## config.mk

```make
export PLATFORM = sky130hd
export DESIGN_NAME = acfri_cell
export DESIGN_NICKNAME = d
export VERILOG_FILES = /design/src/rtl/acfri_pkg.sv /design/src/rtl/acfri_cell.sv
export SDC_FILE = /design/constraint.sdc
export NUM_CORES = 1
export LEC_CHECK = 0
export BUFFER_PORTS_ARGS = -buffer_cell sky130_fd_sc_hd__buf_2
export CORE_UTILIZATION = 40
export CTS_CLUSTER_DIAMETER = 80
export DETAILED_ROUTE_END_ITERATION = 10
export PLACE_DENSITY = 0.67
export SETUP_SLACK_MARGIN = 0.2
export SLEW_MARGIN = 20
export SYNTH_ARGS = -nofsm -noshare
export SYNTH_HDL_FRONTEND = slang
export SYNTH_SLANG_ARGS = --single-unit
```

## constraint.sdc

```tcl
create_clock -name clk_i -period 6.3 [get_ports clk_i]
set_input_delay 0.63 -clock clk_i [delete_from_list [all_inputs] [get_ports clk_i]]
set_output_delay 0.63 -clock clk_i [all_outputs]
set_load 0.03 [all_outputs]
```

## src/rtl/acfri_pkg.sv

```systemverilog
// Package for the associative cache: action codes, control struct, defaults.
// No dependencies.
package acfri_pkg;

  localparam int unsigned ENTRIES_DEF    = 128;
  localparam int unsigned KEY_BITS_DEF   = 16;
  localparam int unsigned VALUE_BITS_DEF = 32;
  localparam int unsigned ACTION_BITS    = 2;

  typedef enum logic [ACTION_BITS-1:0] {
    ACT_LOOKUP = 2'd0,
    ACT_STORE  = 2'd1,
    ACT_INVAL  = 2'd2,
    ACT_CLEAR  = 2'd3
  } acfri_action_e;

  // Control that travels with a command beat from cell to cell.
  typedef struct packed {
    logic          vld;
    acfri_action_e action;
    logic          hit;
  } acfri_ctl_t;

endpackage

```

## src/rtl/acfri_cell.sv

```systemverilog
// One cache slot plus the command register that hands a beat to the next cell.
// Depends on acfri_pkg.
module acfri_cell #(
  parameter int unsigned KEY_BITS   = acfri_pkg::KEY_BITS_DEF,
  parameter int unsigned VALUE_BITS = acfri_pkg::VALUE_BITS_DEF,
  parameter int unsigned PTR_W      = 7,
  parameter int unsigned CELL_ID    = 0
) (
  input  logic                  clk_i,
  input  logic                  rst_ni,
  input  logic                  adv_i,
  input  acfri_pkg::acfri_ctl_t ctl_i,
  input  logic [KEY_BITS-1:0]   key_i,
  input  logic [VALUE_BITS-1:0] payload_i,
  input  logic [KEY_BITS-1:0]   top_i,
  input  logic [PTR_W-1:0]      idx_i,
  input  logic [VALUE_BITS-1:0] value_i,
  output acfri_pkg::acfri_ctl_t ctl_o,
  output logic [KEY_BITS-1:0]   key_o,
  output logic [VALUE_BITS-1:0] payload_o,
  output logic [KEY_BITS-1:0]   top_o,
  output logic [PTR_W-1:0]      idx_o,
  output logic [VALUE_BITS-1:0] value_o
);
  import acfri_pkg::*;

  localparam logic [PTR_W-1:0] MY_ID = PTR_W'(CELL_ID);

  logic                  ent_vld_q, ent_vld_d;
  logic [KEY_BITS-1:0]   ent_key_q;
  logic [VALUE_BITS-1:0] ent_val_q;
  logic                  ent_wr;

  acfri_ctl_t            ctl_q, ctl_d;
  logic [KEY_BITS-1:0]   key_q;
  logic [VALUE_BITS-1:0] payload_q;
  logic [KEY_BITS-1:0]   top_q;
  logic [PTR_W-1:0]      idx_q;
  logic [VALUE_BITS-1:0] value_q, value_d;

  logic key_eq, in_range;

  assign key_eq   = ent_vld_q && (ent_key_q == key_i);
  assign in_range = ent_vld_q && (ent_key_q >= key_i) && (ent_key_q <= top_i);

  always_comb begin
    ctl_d     = ctl_i;
    value_d   = value_i;
    ent_vld_d = ent_vld_q;
    ent_wr    = 1'b0;
    if (ctl_i.vld) begin
      unique case (ctl_i.action)
        ACT_LOOKUP: begin
          // first (lowest) matching cell wins
          if (!ctl_i.hit && key_eq) begin
            ctl_d.hit = 1'b1;
            value_d   = ent_val_q;
          end
        end
        ACT_STORE: begin
          if (idx_i == MY_ID) begin
            ent_wr    = 1'b1;
            ent_vld_d = 1'b1;
          end
        end
        ACT_INVAL: begin
          if (in_range) ent_vld_d = 1'b0;
        end
        ACT_CLEAR: begin
          ent_vld_d = 1'b0;
        end
        default: begin
          ent_vld_d = ent_vld_q;
        end
      endcase
    end
  end

  always_ff @(posedge clk_i or negedge rst_ni) begin
    if (!rst_ni) begin
      ent_vld_q <= 1'b0;
      ctl_q     <= '0;
    end else if (adv_i) begin
      ent_vld_q <= ent_vld_d;
      ctl_q     <= ctl_d;
    end
  end

  always_ff @(posedge clk_i) begin
    if (adv_i) begin
      if (ent_wr) begin
        ent_key_q <= key_i;
        ent_val_q <= payload_i;
      end
      key_q     <= key_i;
      payload_q <= payload_i;
      top_q     <= top_i;
      idx_q     <= idx_i;
      value_q   <= value_d;
    end
  end

  assign ctl_o     = ctl_q;
  assign key_o     = key_q;
  assign payload_o = payload_q;
  assign top_o     = top_q;
  assign idx_o     = idx_q;
  assign value_o   = value_q;

endmodule

```

==> Word level (Yosys, flattened, before mapping) <==
Index checks and enable logic that the tools add are counted.
{ "word_totals": {"register_bits": 156, "inputBits": 110} }
{ "classes": {"mux": 12, "eq_ne": 6, "magnitude_cmp": 2, "reduce_logical": 10} }
{ "ops": {"columns": ["op", "count"], "rows": [
  ["two-way mux 32 bit", 3],
  ["== test 16 bit", 1],
  [">= comparator 16 bit", 1],
  ["less-or-equal comparator 16 bit", 1],
  ["two-way mux 1 bit", 8],
  ["logical NOT 7 bit", 1],
  ["AND reduction 5 bit", 1],
  ["== test 2 bit (second input constant)", 2],
  ["logical AND 1 bit", 4],
  ["inequality test 2 bit (second input constant)", 2],
  ["one-hot mux 1 bit (3 select lines)", 1],
  ["nonzero test 3 bit", 1],
  ["== test 2 x 1 -> 1 bit (second input constant)", 1],
  ["logical NOT 2 bit", 1],
  ["AND reduction 2 bit", 1],
  ["logical NOT 1 bit", 1]
]} }

==> Longest topological paths before layout <==
Gate-level depths: netlist of the first run.
{ "depth": {"word_depth": 6, "ltp_mapped": 8, "mapped_depth_nobuf": 7} }

==> Least setup slack after synthesis of the first run <==
No wires, ideal clock.
{ "synth_path": {"path_type": "input-to-reg", "start": "input idx_i[3]", "end": "register ent_key_q[0] (enable)", "setup_time_ns": 0.430, "setup_slack_ns": 2.666, "t_arrival_ns": 3.204, "required_time_ns": 5.870, "stages": 3, "n_path_buf": 0, "path_cell_list": "or4_1 or4_4 nor4_4"} }
{ "synth_via": {"elab_chain_len": 5} }
{ "synth_rtl": {"columns": ["item", "line", "rtl"], "rows": [
  ["from (decl)", "acfri_cell.sv:16", "input logic [PTR_W-1:0] idx_i,"],
  ["logical NOT 7 bit", "acfri_cell.sv:61", "if (idx_i == MY_ID) begin"],
  ["two-way mux 1 bit", "acfri_cell.sv:61", null],
  ["two-way mux 1 bit", "acfri_cell.sv:52", "unique case (ctl_i.action)"],
  ["two-way mux 1 bit", "acfri_cell.sv:51", "if (ctl_i.vld) begin"],
  ["AND reduction 2 bit (no line)", null, null],
  ["to (signal assigned)", "acfri_cell.sv:92", "ent_key_q <= key_i;"],
  ["to (decl)", "acfri_cell.sv:30", "logic [KEY_BITS-1:0] ent_key_q;"]
]} }
Every way passes these cells.
A chain may end at the register's enable or synchronous reset.

==> Final worst setup path of the first run <==
{ "layout_path": {"start": "register ent_key_q[3]", "end": "register value_q[7], in the netlist value_o[7] (data pin)"} }
{ "layout_via": {"elab_chain_len": 6} }
{ "layout_rtl": {"columns": ["item", "line", "rtl"], "rows": [
  ["== test 16 bit", "acfri_cell.sv:43", "assign key_eq = ent_vld_q && (ent_key_q == key_i);"],
  ["logical AND 1 bit", "acfri_cell.sv:43", null],
  ["logical AND 1 bit", "acfri_cell.sv:55", "if (!ctl_i.hit && key_eq) begin"],
  ["two-way mux 32 bit", "acfri_cell.sv:55", null],
  ["two-way mux 32 bit", "acfri_cell.sv:52", null],
  ["two-way mux 32 bit", "acfri_cell.sv:51", null],
  ["net value_d[7]", "acfri_cell.sv:39", "logic [VALUE_BITS-1:0] value_q, value_d;"],
  ["to (signal assigned)", "acfri_cell.sv:99", "value_q <= value_d;"],
  ["to (decl)", "acfri_cell.sv:39", null]
]} }
The timed path passes the listed nets, and every way through them passes these cells.

==> parameters.txt, run 1 <==
Parameter                              Value

Outcome
  Run status ... finished clean

Pwr
  Clock network fraction of design power ... 39.5%
  Portion of total power attributed to sequential cells ... 49.7%
  Leakage power figure ... 0.00329 uW
  Combinational cell fraction of total power ... 10.8%
  Pwr per Cell Area ... 312 nW/um^2
  Switch Pwr ... 586 uW
  Peak supply drop ... 0.000178 V
  Cell Int Power ... 1860 uW
  Sw Share ... 24.0%

Critical path
  Worst path buffer plus inverter count ... 0
  Crit-path leading delay family ... simple AND/OR/NAND/NOR gates
  Cell chain of the critical path ... ha_1 > nand4_1 > nor4_1 > nand2_1 > nor2_4 > mux2_2
  Crit Path Class ... flop to flop
  Type of element launching the critical path ... flop
  Slowest-stage cell, CP ... sky130_fd_sc_hd__nor2_4
  CP max FO ... 32
  Endpoint kind of the worst setup timing path ... flop
  Required time worst endpoint ... 6.47 ns
  Worst endpoint data arrival time ... 3.09 ns
  Worst stage delay on the critical path ... 0.80 ns

Placed design
  Detail Placement HPWL ... 8940 microns
  Placer congestion estimate ... 0.760
  Total cell area at the placement stage ... 7290 sq um
  Quantity of I/O buffers inserted on ports ... 216
  Count of placed standard cells including taps ... 724

Routing
  Per-cell routed wire length ... 16.3 microns
  Final Routed Wirelength ... 12,300 microns
  Mean number of vias per cell ... 4.72
  Drt pass-1 iters ... 4
  Starting DRC count in detailed routing ... 177
  DR DRC count ... 0
  Vias ... 3,567
  Post-route antenna net violation count ... 0

Global routing
  Global-route wire length before repair ... 17,500 microns
  Vias in the first global route ... 3,570
  Antenna violations before repair ... 0
  Global-route usage over all layers ... 15.9%
  Sum of overflow across all layers after global routing ... 0
  Pin count of the biggest net entering global routing ... 79

Yosys
  Most used standard cell by instance count after synthesis ... sky130_fd_sc_hd__edfxtp_1
  Unique masters post-synth ... 29
  FFs w/ async S/R, synth ... 3.21%
  Post-synthesis share of cell area spent on full adders, half adders and majority gates ... 6.72%
  Portion of netlist area occupied by mux cells ... 6.43%
  Compound-Gate Fraction of Synth Area ... 2.79%
  Seq/Total Area, Yosys ... 78.2%
  Yosys top cell by area ... sky130_fd_sc_hd__edfxtp_1
  YS warnings ... 0
  Synth top cells by count ... sky130_fd_sc_hd__edfxtp_1 (151), sky130_fd_sc_hd__inv_1 (33), sky130_fd_sc_hd__ha_1 (32)
  Ranking of synthesized cells by area ... sky130_fd_sc_hd__edfxtp_1 (76%), sky130_fd_sc_hd__ha_1 (6.7%), sky130_fd_sc_hd__mux2_2 (4.5%)
  Dominant combinational cell family by area after synthesis ... adder cells
  Basic-gate share of the synthesized area counting and, or, nand and nor cells ... 3.53%
  Post-Synthesis Cell Area ... 5960 sq um
  Avg Inst Size Synth ... 18.4 sq um
  Synth Net Count ... 466
  Number of standard cells after synthesis ... 324
  Xor-xnor portion of the synthesized cell area ... 0%
  Top_reg_cell synth ... sky130_fd_sc_hd__edfxtp_1
  Count of state elements after synthesis ... 156
  EDFF count, synth ... 151
  Share of the synthesized area in the top cell type ... 76.1%

CTS
  Deepest level of the CTS H-tree ... 4
  Number of resized instances in the post-cts repair step ... 0
  Clock insertion delay at the later pin of the skew report ... 0.42 ns
  Hold bufs inserted after CTS ... 0
  Setup fix buffers added after clock tree synthesis ... 0
  Clock-pin transition on the worst setup and hold timing paths ... 0.06 ns
  Clock buffer count from CTS ... 17
  Maximum buffer depth of the clock tree ... 2
  Number of sinks driven by the clock tree ... 156
  CTS tree ... yes
  Root buf cell ... sky130_fd_sc_hd__clkbuf_16

Cells and area
  Final design area excluding fillers ... 7840 sq um
  Antenna diode count ... 0
  Layout net count ... 701
  Layout Cells excl Fill ... 756
  Synth-to-layout area growth ... 31.6%
  Share of layout cells above drive strength 1 ... 47.6%

STA
  Tcrit/Tclk final ... 46.4%
  Relative slew slack ... 31.1%
  Setup TNS ... 0 ns
  Setup clock skew after layout ... 0.00934 ns
  Final max-slew violation count ... 0
  Least-Margin Pin Slew ... 1.03 ns
  Final hold violations ... 0
  Crit path time final ... 2.92 ns
  Peak clock frequency supported by timing ... 342 MHz
  RSZ-0062 raised after global routing ... false
  Final setup violation count ... 0

Floorplanning
  Die width ... 124 microns
  Initial core utilization ... 41.0%
  Area of the core region ... 14,500 sq um
  Rows ... 44
  Die area ... 15,400 sq um
  IO Count ... 217
  Chip height ... 124 microns

Min path
  Class of the most critical hold timing path ... input pin to asynchronous set/reset pin

Job
  Max-cap violation count ... 0
-- registers in the layout, summed over array words and instances (netlist names) --
| name | flops |
|---|---|
| ent_val_q | 32 |
| payload_o | 32 |
| value_o | 32 |
| ent_key_q | 16 |
| key_o | 16 |
| top_o | 16 |
| idx_o | 7 |
| ctl_o | 4 |
| ent_vld_q | 1 |
-- cell type report --
type / instances / area [sq um]
clock buffer: 19 / 433
sequential: 156 / 4660
fill: 1236 / 6690
multi-input combinational: 132 / 1170
timing repair buffer: 219 / 1110
tap: 184 / 230
inverter: 33 / 124
clock inverter: 13 / 124
-- cell usage in the layout (no fill, tap or decap), types with 2 or more instances in the layout --
cell,n
sky130_fd_sc_hd__nand4_1,6
sky130_fd_sc_hd__bufinv_16,2
sky130_fd_sc_hd__nand2b_1,3
sky130_fd_sc_hd__clkinv_1,4
sky130_fd_sc_hd__nor3_1,2
sky130_fd_sc_hd__dfrtp_1,5
sky130_fd_sc_hd__o21ai_0,6
sky130_fd_sc_hd__clkbuf_16,17
sky130_fd_sc_hd__edfxtp_1,151
sky130_fd_sc_hd__nand3_1,4
sky130_fd_sc_hd__buf_4,4
sky130_fd_sc_hd__ha_1,32
sky130_fd_sc_hd__nor2_1,4
sky130_fd_sc_hd__clkinv_4,2
sky130_fd_sc_hd__a21oi_1,15
sky130_fd_sc_hd__mux2_2,24
sky130_fd_sc_hd__mux2_1,10
sky130_fd_sc_hd__clkinv_2,3
sky130_fd_sc_hd__buf_2,215
sky130_fd_sc_hd__nor4_1,2
sky130_fd_sc_hd__inv_1,33
sky130_fd_sc_hd__clkbuf_1,2
sky130_fd_sc_hd__nand2_1,10
-- worst register-to-register path, cell delays in order (launching register included) --
cell and delay (ns):
sky130_fd_sc_hd__edfxtp_1 0.41, sky130_fd_sc_hd__ha_1 0.32, sky130_fd_sc_hd__nand4_1 0.15, sky130_fd_sc_hd__nor4_1 0.38
sky130_fd_sc_hd__nand2_1 0.15, sky130_fd_sc_hd__nor2_4 0.80, sky130_fd_sc_hd__mux2_2 0.45
-- power groups by stage --
| stage | combinational, uW | clock [uW] | sequential (uW) |
|---|---|---|---|
| finish | 265 | 965 | 1210 |
| global route | 285 | 1030 | 1220 |
| CTS | 268 | 985 | 1220 |
| detailed placement | 267 | 0 | 1240 |
| global placement | 263 | 0 | 1230 |
| floorplan | 30.7 | 0 | 1350 |
-- stage by stage --
step / util (%) / hold WS, ns / setup slack, ns / total power, uW
finish: 54.0 / 0.0269 / 3.38 / 2440
floorplan: - / 0.334 / 2.67 / 1390
global route: 54.0 / 0.0190 / 3.11 / 2530
detailed placement: 50.1 / 0.461 / 2.96 / 1500
global placement: 50.1 / 0.455 / 3.01 / 1500
CTS: 54.0 / 0.00832 / 3.31 / 2470
-- metal layers --
| layer | part of all wire [%] | GRT usage [%] | vias to the layer above |
|---|---|---|---|
| met5 | 0 | 0 | - |
| met1 | 41 | 18.1 | 1686 |
| met3 | 7.2 | 6.14 | 25 |
| met4 | 2.0 | 7.59 | 0 |
| met2 | 50 | 26.2 | 135 |
| li1 | - | - | 1721 |
-- logic make-up after synthesis --
family	count (synthesis)
AOI/OAI and AO/OA	29
buffers and inverters	36
muxes	34
adders and majority gates	32
and+or+nand+nor	37
DFF	156
-- worst paths after layout --
| check | slack [ns] | start | cells after the start | to |
|---|---|---|---|---|
| worst max-delay path | 3.38 | ent_key_q[3] | 6 | value_o[7] |
| worst min-delay path | 0.03 | rst_ni | 1 | ctl_o[2] |
| worst max register to register | 3.38 | ent_key_q[3] | 6 | value_o[7] |
| worst min register to register | 0.50 | ctl_o[2] | 1 | ctl_o[2] |
| max in group asynchronous | 6.14 | rst_ni | 1 | ctl_o[3] |
| min in group clk_i | 0.40 | payload_i[24] | 1 | payload_o[24] |
No activity file was read; power rests on OpenSTA's default activity.
==> run 2: changes to the inputs <==
--- a/config.mk
+++ b/config.mk
@@ -9,7 +9,7 @@
 export CORE_UTILIZATION = 40
 export CTS_CLUSTER_DIAMETER = 80
 export DETAILED_ROUTE_END_ITERATION = 10
-export PLACE_DENSITY = 0.67
+export PLACE_DENSITY = 0.69
 export SETUP_SLACK_MARGIN = 0.2
 export SLEW_MARGIN = 20
 export SYNTH_ARGS = -nofsm -noshare
==> constraint.sdc (replaced) <==
create_clock -name clk_i -period 2.6 [get_ports clk_i]
set_input_delay 0.26 -clock clk_i [delete_from_list [all_inputs] [get_ports clk_i]]
set_output_delay 0.26 -clock clk_i [all_outputs]
set_load 0.03 [all_outputs]
==> parameters.txt, run 2 (synthesized netlist as in run 1, its figures left out) <==
Parameter                              Value

Global routing
  Sum of overflow across all layers after global routing ... 0 (unchanged)
  Most used routing layer ... met2
  Pin count of the biggest net entering global routing ... 110 (+39%)
  Met2 routing resource usage after global routing ... 26.9% (+0.62 points)
  Met1 capacity usage during global routing ... 19.8% (+1.7 points)
  Antenna violations before repair ... 0 (unchanged)
  Global-route usage over all layers ... 16.3% (+0.36 points)
  Global-route wire length before repair ... 18,300 microns (+4.6%)
  Global routing met3 resource utilization ... 4.76% (-1.4 points)
  Vias in the first global route ... 3,677 (+3.0%)

Cells and area
  Filler Cell Count ... 1,243 (+0.57%)
  Synth-to-layout area growth ... 32.8%
  Layout Cells excl Fill ... 755 (-0.13%)
  Commonest cells after routing, fill and taps aside ... sky130_fd_sc_hd__buf_2 (215), sky130_fd_sc_hd__edfxtp_1 (151), sky130_fd_sc_hd__inv_1 (33), sky130_fd_sc_hd__ha_1 (32), sky130_fd_sc_hd__mux2_2 (24)
  Share of layout cells above drive strength 1 ... 47.8% (+0.26 points)
  Final standard cell utilization of the core ... 54.4% (+0.46 points)
  Layout net count ... 704 (+0.43%)
  Most frequent standard cell in the layout excluding fill and tap cells ... sky130_fd_sc_hd__buf_2
  Antenna diode count ... 0 (unchanged)

STA
  RSZ-0062 raised after global routing ... false
  Tcrit/Tclk final ... 87.4% (+41 points)
  Least-Margin Pin Slew ... 0.586 ns (-0.446 ns)
  Crit path time final ... 2.27 ns (-0.650 ns)
  Peak clock frequency supported by timing ... 440 MHz (+29%)
  Setup TNS ... 0 ns (unchanged)
  Final max-slew violation count ... 0 (unchanged)
  Final setup violation count ... 0 (unchanged)
  Setup clock skew after layout ... 0.00651 ns (-0.00283 ns)
  Final hold violations ... 0 (unchanged)
  Relative slew slack ... 61.0% (+30 points)

Floorplanning
  IO Count ... 217 (unchanged)
  Area of the core region ... 14,500 sq um (unchanged)
  Chip height ... 124 microns (unchanged)
  Die area ... 15,400 sq um (unchanged)
  Initial core utilization ... 41.0% (unchanged)
  Rows ... 44 (unchanged)
  Die width ... 124 microns (unchanged)

Pwr
  Leakage power figure ... 0.00330 uW (+0.49%)
  Peak supply drop ... 0.000451 V (+150%)
  Pwr per Cell Area ... 741 nW/um^2 (+140%)

Critical path
  Worst r2r path cells ... 7 (+1)
  Crit Path Class ... flop to flop
  Type of element launching the critical path ... flop
  CP max FO ... 17 (-47%)
  Endpoint kind of the worst setup timing path ... flop
  Required time worst endpoint ... 2.75 ns (-3.72 ns)
  Worst endpoint data arrival time ... 2.43 ns (-0.66 ns)

Placed design
  Count of placed standard cells including taps ... 726 (+0.28%)
  Detail Placement HPWL ... 9190 microns (+2.8%)
  Quantity of I/O buffers inserted on ports ... 216 (unchanged)
  Placer congestion estimate ... 0.786 (+3.5%)

CTS
  CTS tree ... yes
  Setup fix buffers added after clock tree synthesis ... 0 (unchanged)
  Clock-pin transition on the worst setup and hold timing paths ... 0.06 ns (about the same)
  Clock buffer count from CTS ... 17 (unchanged)
  Number of sinks driven by the clock tree ... 156 (unchanged)
  Clock insertion delay at the later pin of the skew report ... 0.41 ns (about the same)
  Maximum buffer depth of the clock tree ... 2 (unchanged)
  Deepest level of the CTS H-tree ... 4 (unchanged)
  Root buf cell ... sky130_fd_sc_hd__clkbuf_16

Routing
  Final Routed Wirelength ... 12,500 microns (+1.2%)
  Post-route antenna net violation count ... 0 (unchanged)
  Drt pass-1 iters ... 4 (unchanged)
  Per-cell routed wire length ... 16.5 microns (+1.3%)
  Mean number of vias per cell ... 4.79 (+1.4%)
  Vias ... 3,613 (+1.3%)
  DR DRC count ... 0 (unchanged)
  Starting DRC count in detailed routing ... 183 (+3.4%)

Job
  Max-cap violation count ... 0 (unchanged)

Outcome
  Run status ... finished clean

Min path
  Hold depth ... 1
  Class of the most critical hold timing path ... input pin to flop
run 2: per-stage QoR:
stage	area, sq um	hold WS [ns]	total power, uW	setup WS, ns
floorplan	5960	-0.0356	3360	-0.664
global route	7910	0.0190	6080	0.208
finish	7910	0.0386	5870	0.329
global placement	7350	0.0837	3640	0.0855
detailed placement	7350	0.0885	3650	0.157
CTS	7900	0.0180	5930	0.260
run 2: power by group:
part / total [uW] / internal, uW / switching (uW) / leakage, uW
registers: 2940 / 2910 / 33.6 / 0.00150
clock network: 2270 / 1380 / 892 / 0.000255
logic: 650 / 198 / 452 / 0.00155
total: 5870 / 4490 / 1380 / 0.00330
run 2: timing repair:
item | CTS | global route
gates resized for setup | 1 | 1
hold buffers | 1 | 0
pin swaps | 0 | 1
endpoints found under the hold margin | 5 | 0
endpoints found under the setup margin | 32 | 30
run 2: routing by layer:
| layer | vias to the layer above | routed length (microns) |
|---|---|---|
| met5 | - | 0 |
| met2 | 137 | 6240 |
| met4 | 0 | 155 |
| li1 | 1715 | - |
| met1 | 1749 | 5190 |
| met3 | 12 | 908 |
run 2: area by class of cell:
cell class	count	area, sq um	share of cell area, %
sequential	156	4660	58.9
multi-input combinational	132	1180	14.9
timing repair buffer	222	1180	14.9
clock buffer	19	433	5.47
tap	184	230	2.91
inverter	33	124	1.57
clock inverter	9	101	1.28
run 2: worst max-delay path, stage by stage, from the launching register on:
cell and delay, ns:
sky130_fd_sc_hd__edfxtp_1 0.41, sky130_fd_sc_hd__ha_1 0.32, sky130_fd_sc_hd__nand4_1 0.18, sky130_fd_sc_hd__nor4_4 0.29, sky130_fd_sc_hd__nand2_1 0.13, sky130_fd_sc_hd__nor2_4 0.16, sky130_fd_sc_hd__buf_12 0.18, sky130_fd_sc_hd__mux2_1 0.34
run 2: final timing paths:
path	startpoint	to	slack, ns
hold / removal	payload_i[24]	payload_o[24]	0.04
setup reg to reg	ent_key_q[1]	value_o[6]	0.33
max in group asynchronous	rst_ni	ctl_o[2]	2.23
min in group asynchronous	rst_ni	ctl_o[0]	0.23
hold reg to reg	ctl_o[2]	ctl_o[2]	0.50
setup / recovery	ent_key_q[1]	value_o[6]	0.33
==> run 3: changes to the inputs <==
--- a/config.mk
+++ b/config.mk
@@ -10,6 +10,7 @@
 export CTS_CLUSTER_DIAMETER = 80
 export DETAILED_ROUTE_END_ITERATION = 10
 export PLACE_DENSITY = 0.69
+export REMOVE_ABC_BUFFERS = 1
 export SETUP_SLACK_MARGIN = 0.2
 export SLEW_MARGIN = 20
 export SYNTH_ARGS = -nofsm -noshare
==> constraint.sdc (replaced) <==
create_clock -name clk_i -period 2.6 [get_ports clk_i]
set_input_delay 0.26 -clock clk_i [delete_from_list [all_inputs] [get_ports clk_i]]
set_output_delay 0.26 -clock clk_i [all_outputs]
set_load 0.02 [all_outputs]
==> parameters.txt, run 3 (synthesized netlist as in run 1, its figures left out) <==
Parameter                              Value

CTS
  Maximum buffer depth of the clock tree ... 2 (unchanged)
  Clock buffer count from CTS ... 17 (unchanged)
  CTS tree ... yes
  Deepest level of the CTS H-tree ... 4 (unchanged)
  Root buf cell ... sky130_fd_sc_hd__clkbuf_16
  Number of sinks driven by the clock tree ... 156 (unchanged)
  Clock-pin transition on the worst setup and hold timing paths ... 0.06 ns (about the same)
  Clock insertion delay at the later pin of the skew report ... 0.42 ns (about the same)

STA
  Final hold violations ... 0 (unchanged)
  Crit path time final ... 2.29 ns (+0.0164 ns)
  RSZ-0062 raised after global routing ... false
  Peak clock frequency supported by timing ... 437 MHz (-0.72%)
  Tcrit/Tclk final ... 88.0% (+0.63 points)
  Final max-slew violation count ... 0 (unchanged)
  Least-Margin Pin Slew ... 0.584 ns (-0.00204 ns)
  Final setup violation count ... 0 (unchanged)
  Setup clock skew after layout ... 0.00841 ns (+0.00189 ns)
  Relative slew slack ... 61.1% (+0.14 points)

Cells and area
  Most frequent standard cell in the layout excluding fill and tap cells ... sky130_fd_sc_hd__buf_2
  Antenna diode count ... 0 (unchanged)
  Layout Cells excl Fill ... 758 (+0.40%)
  Share of layout cells above drive strength 1 ... 48.8% (+0.97 points)
  Layout net count ... 703 (-0.14%)
  Final design area excluding fillers ... 7930 sq um (+0.25%)
  Synth-to-layout area growth ... 33.1%
  Commonest cells after routing, fill and taps aside ... sky130_fd_sc_hd__buf_2 (215), sky130_fd_sc_hd__edfxtp_1 (151), sky130_fd_sc_hd__inv_1 (33), sky130_fd_sc_hd__ha_1 (32), sky130_fd_sc_hd__mux2_2 (24)
  Filler Cell Count ... 1,197 (-3.7%)

Floorplanning
  Chip height ... 124 microns (unchanged)
  Rows ... 44 (unchanged)
  Die area ... 15,400 sq um (unchanged)
  Die width ... 124 microns (unchanged)
  IO Count ... 217 (unchanged)
  Initial core utilization ... 41.0% (unchanged)
  Area of the core region ... 14,500 sq um (unchanged)

Global routing
  Global-route wire length before repair ... 18,500 microns (+0.83%)
  Global-route usage over all layers ... 16.8% (+0.51 points)
  Antenna violations before repair ... 0 (unchanged)
  Sum of overflow across all layers after global routing ... 0 (unchanged)
  Pin count of the biggest net entering global routing ... 110 (unchanged)
  Vias in the first global route ... 3,567 (-3.0%)

Placed design
  Quantity of I/O buffers inserted on ports ... 216 (unchanged)
  Count of placed standard cells including taps ... 725 (-0.14%)
  Placer congestion estimate ... 0.767 (-2.5%)
  Detail Placement HPWL ... 9480 microns (+3.2%)
  Total cell area at the placement stage ... 7340 sq um (-0.10%)

Critical path
  Crit Path Class ... flop to flop
  Type of element launching the critical path ... flop
  Worst endpoint data arrival time ... 2.45 ns (+0.02 ns)
  Cell chain of the critical path ... ha_1 > nand4_1 > nor4_2 > nand2_1 > nor2_4 > buf_12 > mux2_2
  CP max FO ... 32 (+15)
  Required time worst endpoint ... 2.77 ns (+0.02 ns)
  Slowest-stage cell, CP ... sky130_fd_sc_hd__edfxtp_1
  Worst stage delay on the critical path ... 0.41 ns (about the same)
  Endpoint kind of the worst setup timing path ... flop
  Crit-path leading delay family ... simple AND/OR/NAND/NOR gates
  Worst path buffer plus inverter count ... 1 (unchanged)

Outcome
  Run status ... finished clean

Routing
  Post-route antenna net violation count ... 0 (unchanged)
  DR DRC count ... 0 (unchanged)
  Mean number of vias per cell ... 4.74 (-0.89%)
  Starting DRC count in detailed routing ... 233 (+27%)
  Per-cell routed wire length ... 17.0 microns (+3.0%)
  Final Routed Wirelength ... 12,900 microns (+3.4%)
  Vias ... 3,595 (-0.50%)
  Drt pass-1 iters ... 4 (unchanged)

Min path
  Class of the most critical hold timing path ... input pin to flop

Job
  Max-cap violation count ... 0 (unchanged)

Pwr
  Leakage power figure ... 0.00331 uW (about the same)
  Peak supply drop ... 0.000385 V (-15%)
  Pwr per Cell Area ... 735 nW/um^2 (-0.90%)
run 3: cell types whose count changed in the layout (fill, tap and decap cells not counted), sizes merged:
cell	change
buf	-1
bufinv	-1
clkbuf	-2
clkinv	+1
clkinvlp	+2
inv	+4
run 3: power breakdown:
| part | switching (uW) | leakage [uW] | internal, uW |
|---|---|---|---|
| Sequential | 35.9 | 0.00150 | 2910 |
| Combinational | 353 | 0.00154 | 197 |
| Clock | 1000 | 0.000267 | 1330 |
run 3: final cells by class:
type,count,area [sq um],share of cell area (%)
Clock inverter,15,140,1.77
Inverter,33,124,1.56
Sequential cell,156,4660,58.7
Clock buffer,17,425,5.36
Multi-Input combinational cell,132,1180,14.9
Tap cell,184,230,2.90
Timing Repair Buffer,221,1170,14.8
run 3: repair_timing:
action / 4_1_cts / 5_1_grt
resized for setup: 0 / 2
hold buffers: 1 / 0
setup buffers: 0 / 0
endpoints found under the hold margin: 5 / 0
setup endpoints to repair: 0 / 30
run 3: final timing paths:
kind / from / endpoint / slack [ns] / depth (start not counted)
setup / recovery: ent_key_q[1] / value_o[4] / 0.31 / 7
hold / removal: idx_i[2] / idx_o[2] / 0.03 / 1
setup reg to reg: ent_key_q[1] / value_o[4] / 0.31 / 7
hold reg to reg: ctl_o[2] / ctl_o[2] / 0.50 / 1
max in group asynchronous: rst_ni / ent_vld_q / 2.26 / 2
min in group asynchronous: rst_ni / ctl_o[2] / 0.20 / 2
run 3: routing by layer:
layer	track usage, %	routed length, microns
met5	0	0
met4	6.99	253
met3	5.77	1040
met2	28.3	6370
met1	19.4	5270
run 3: stage by stage:
stage	utilization [%]	setup TNS [ns]	total power (uW)	hold WS [ns]	worst slack [ns]
after floorplan	-	-51.18	3250	-0.0356	-0.664
after global placement	50.5	0	3540	0.0812	0.324
after detailed placement	50.5	0	3550	0.0853	0.234
after CTS	54.5	0	5890	0.0116	0.243
after global routing	54.6	0	6040	0.00975	0.230
final	54.6	0	5830	0.0281	0.312
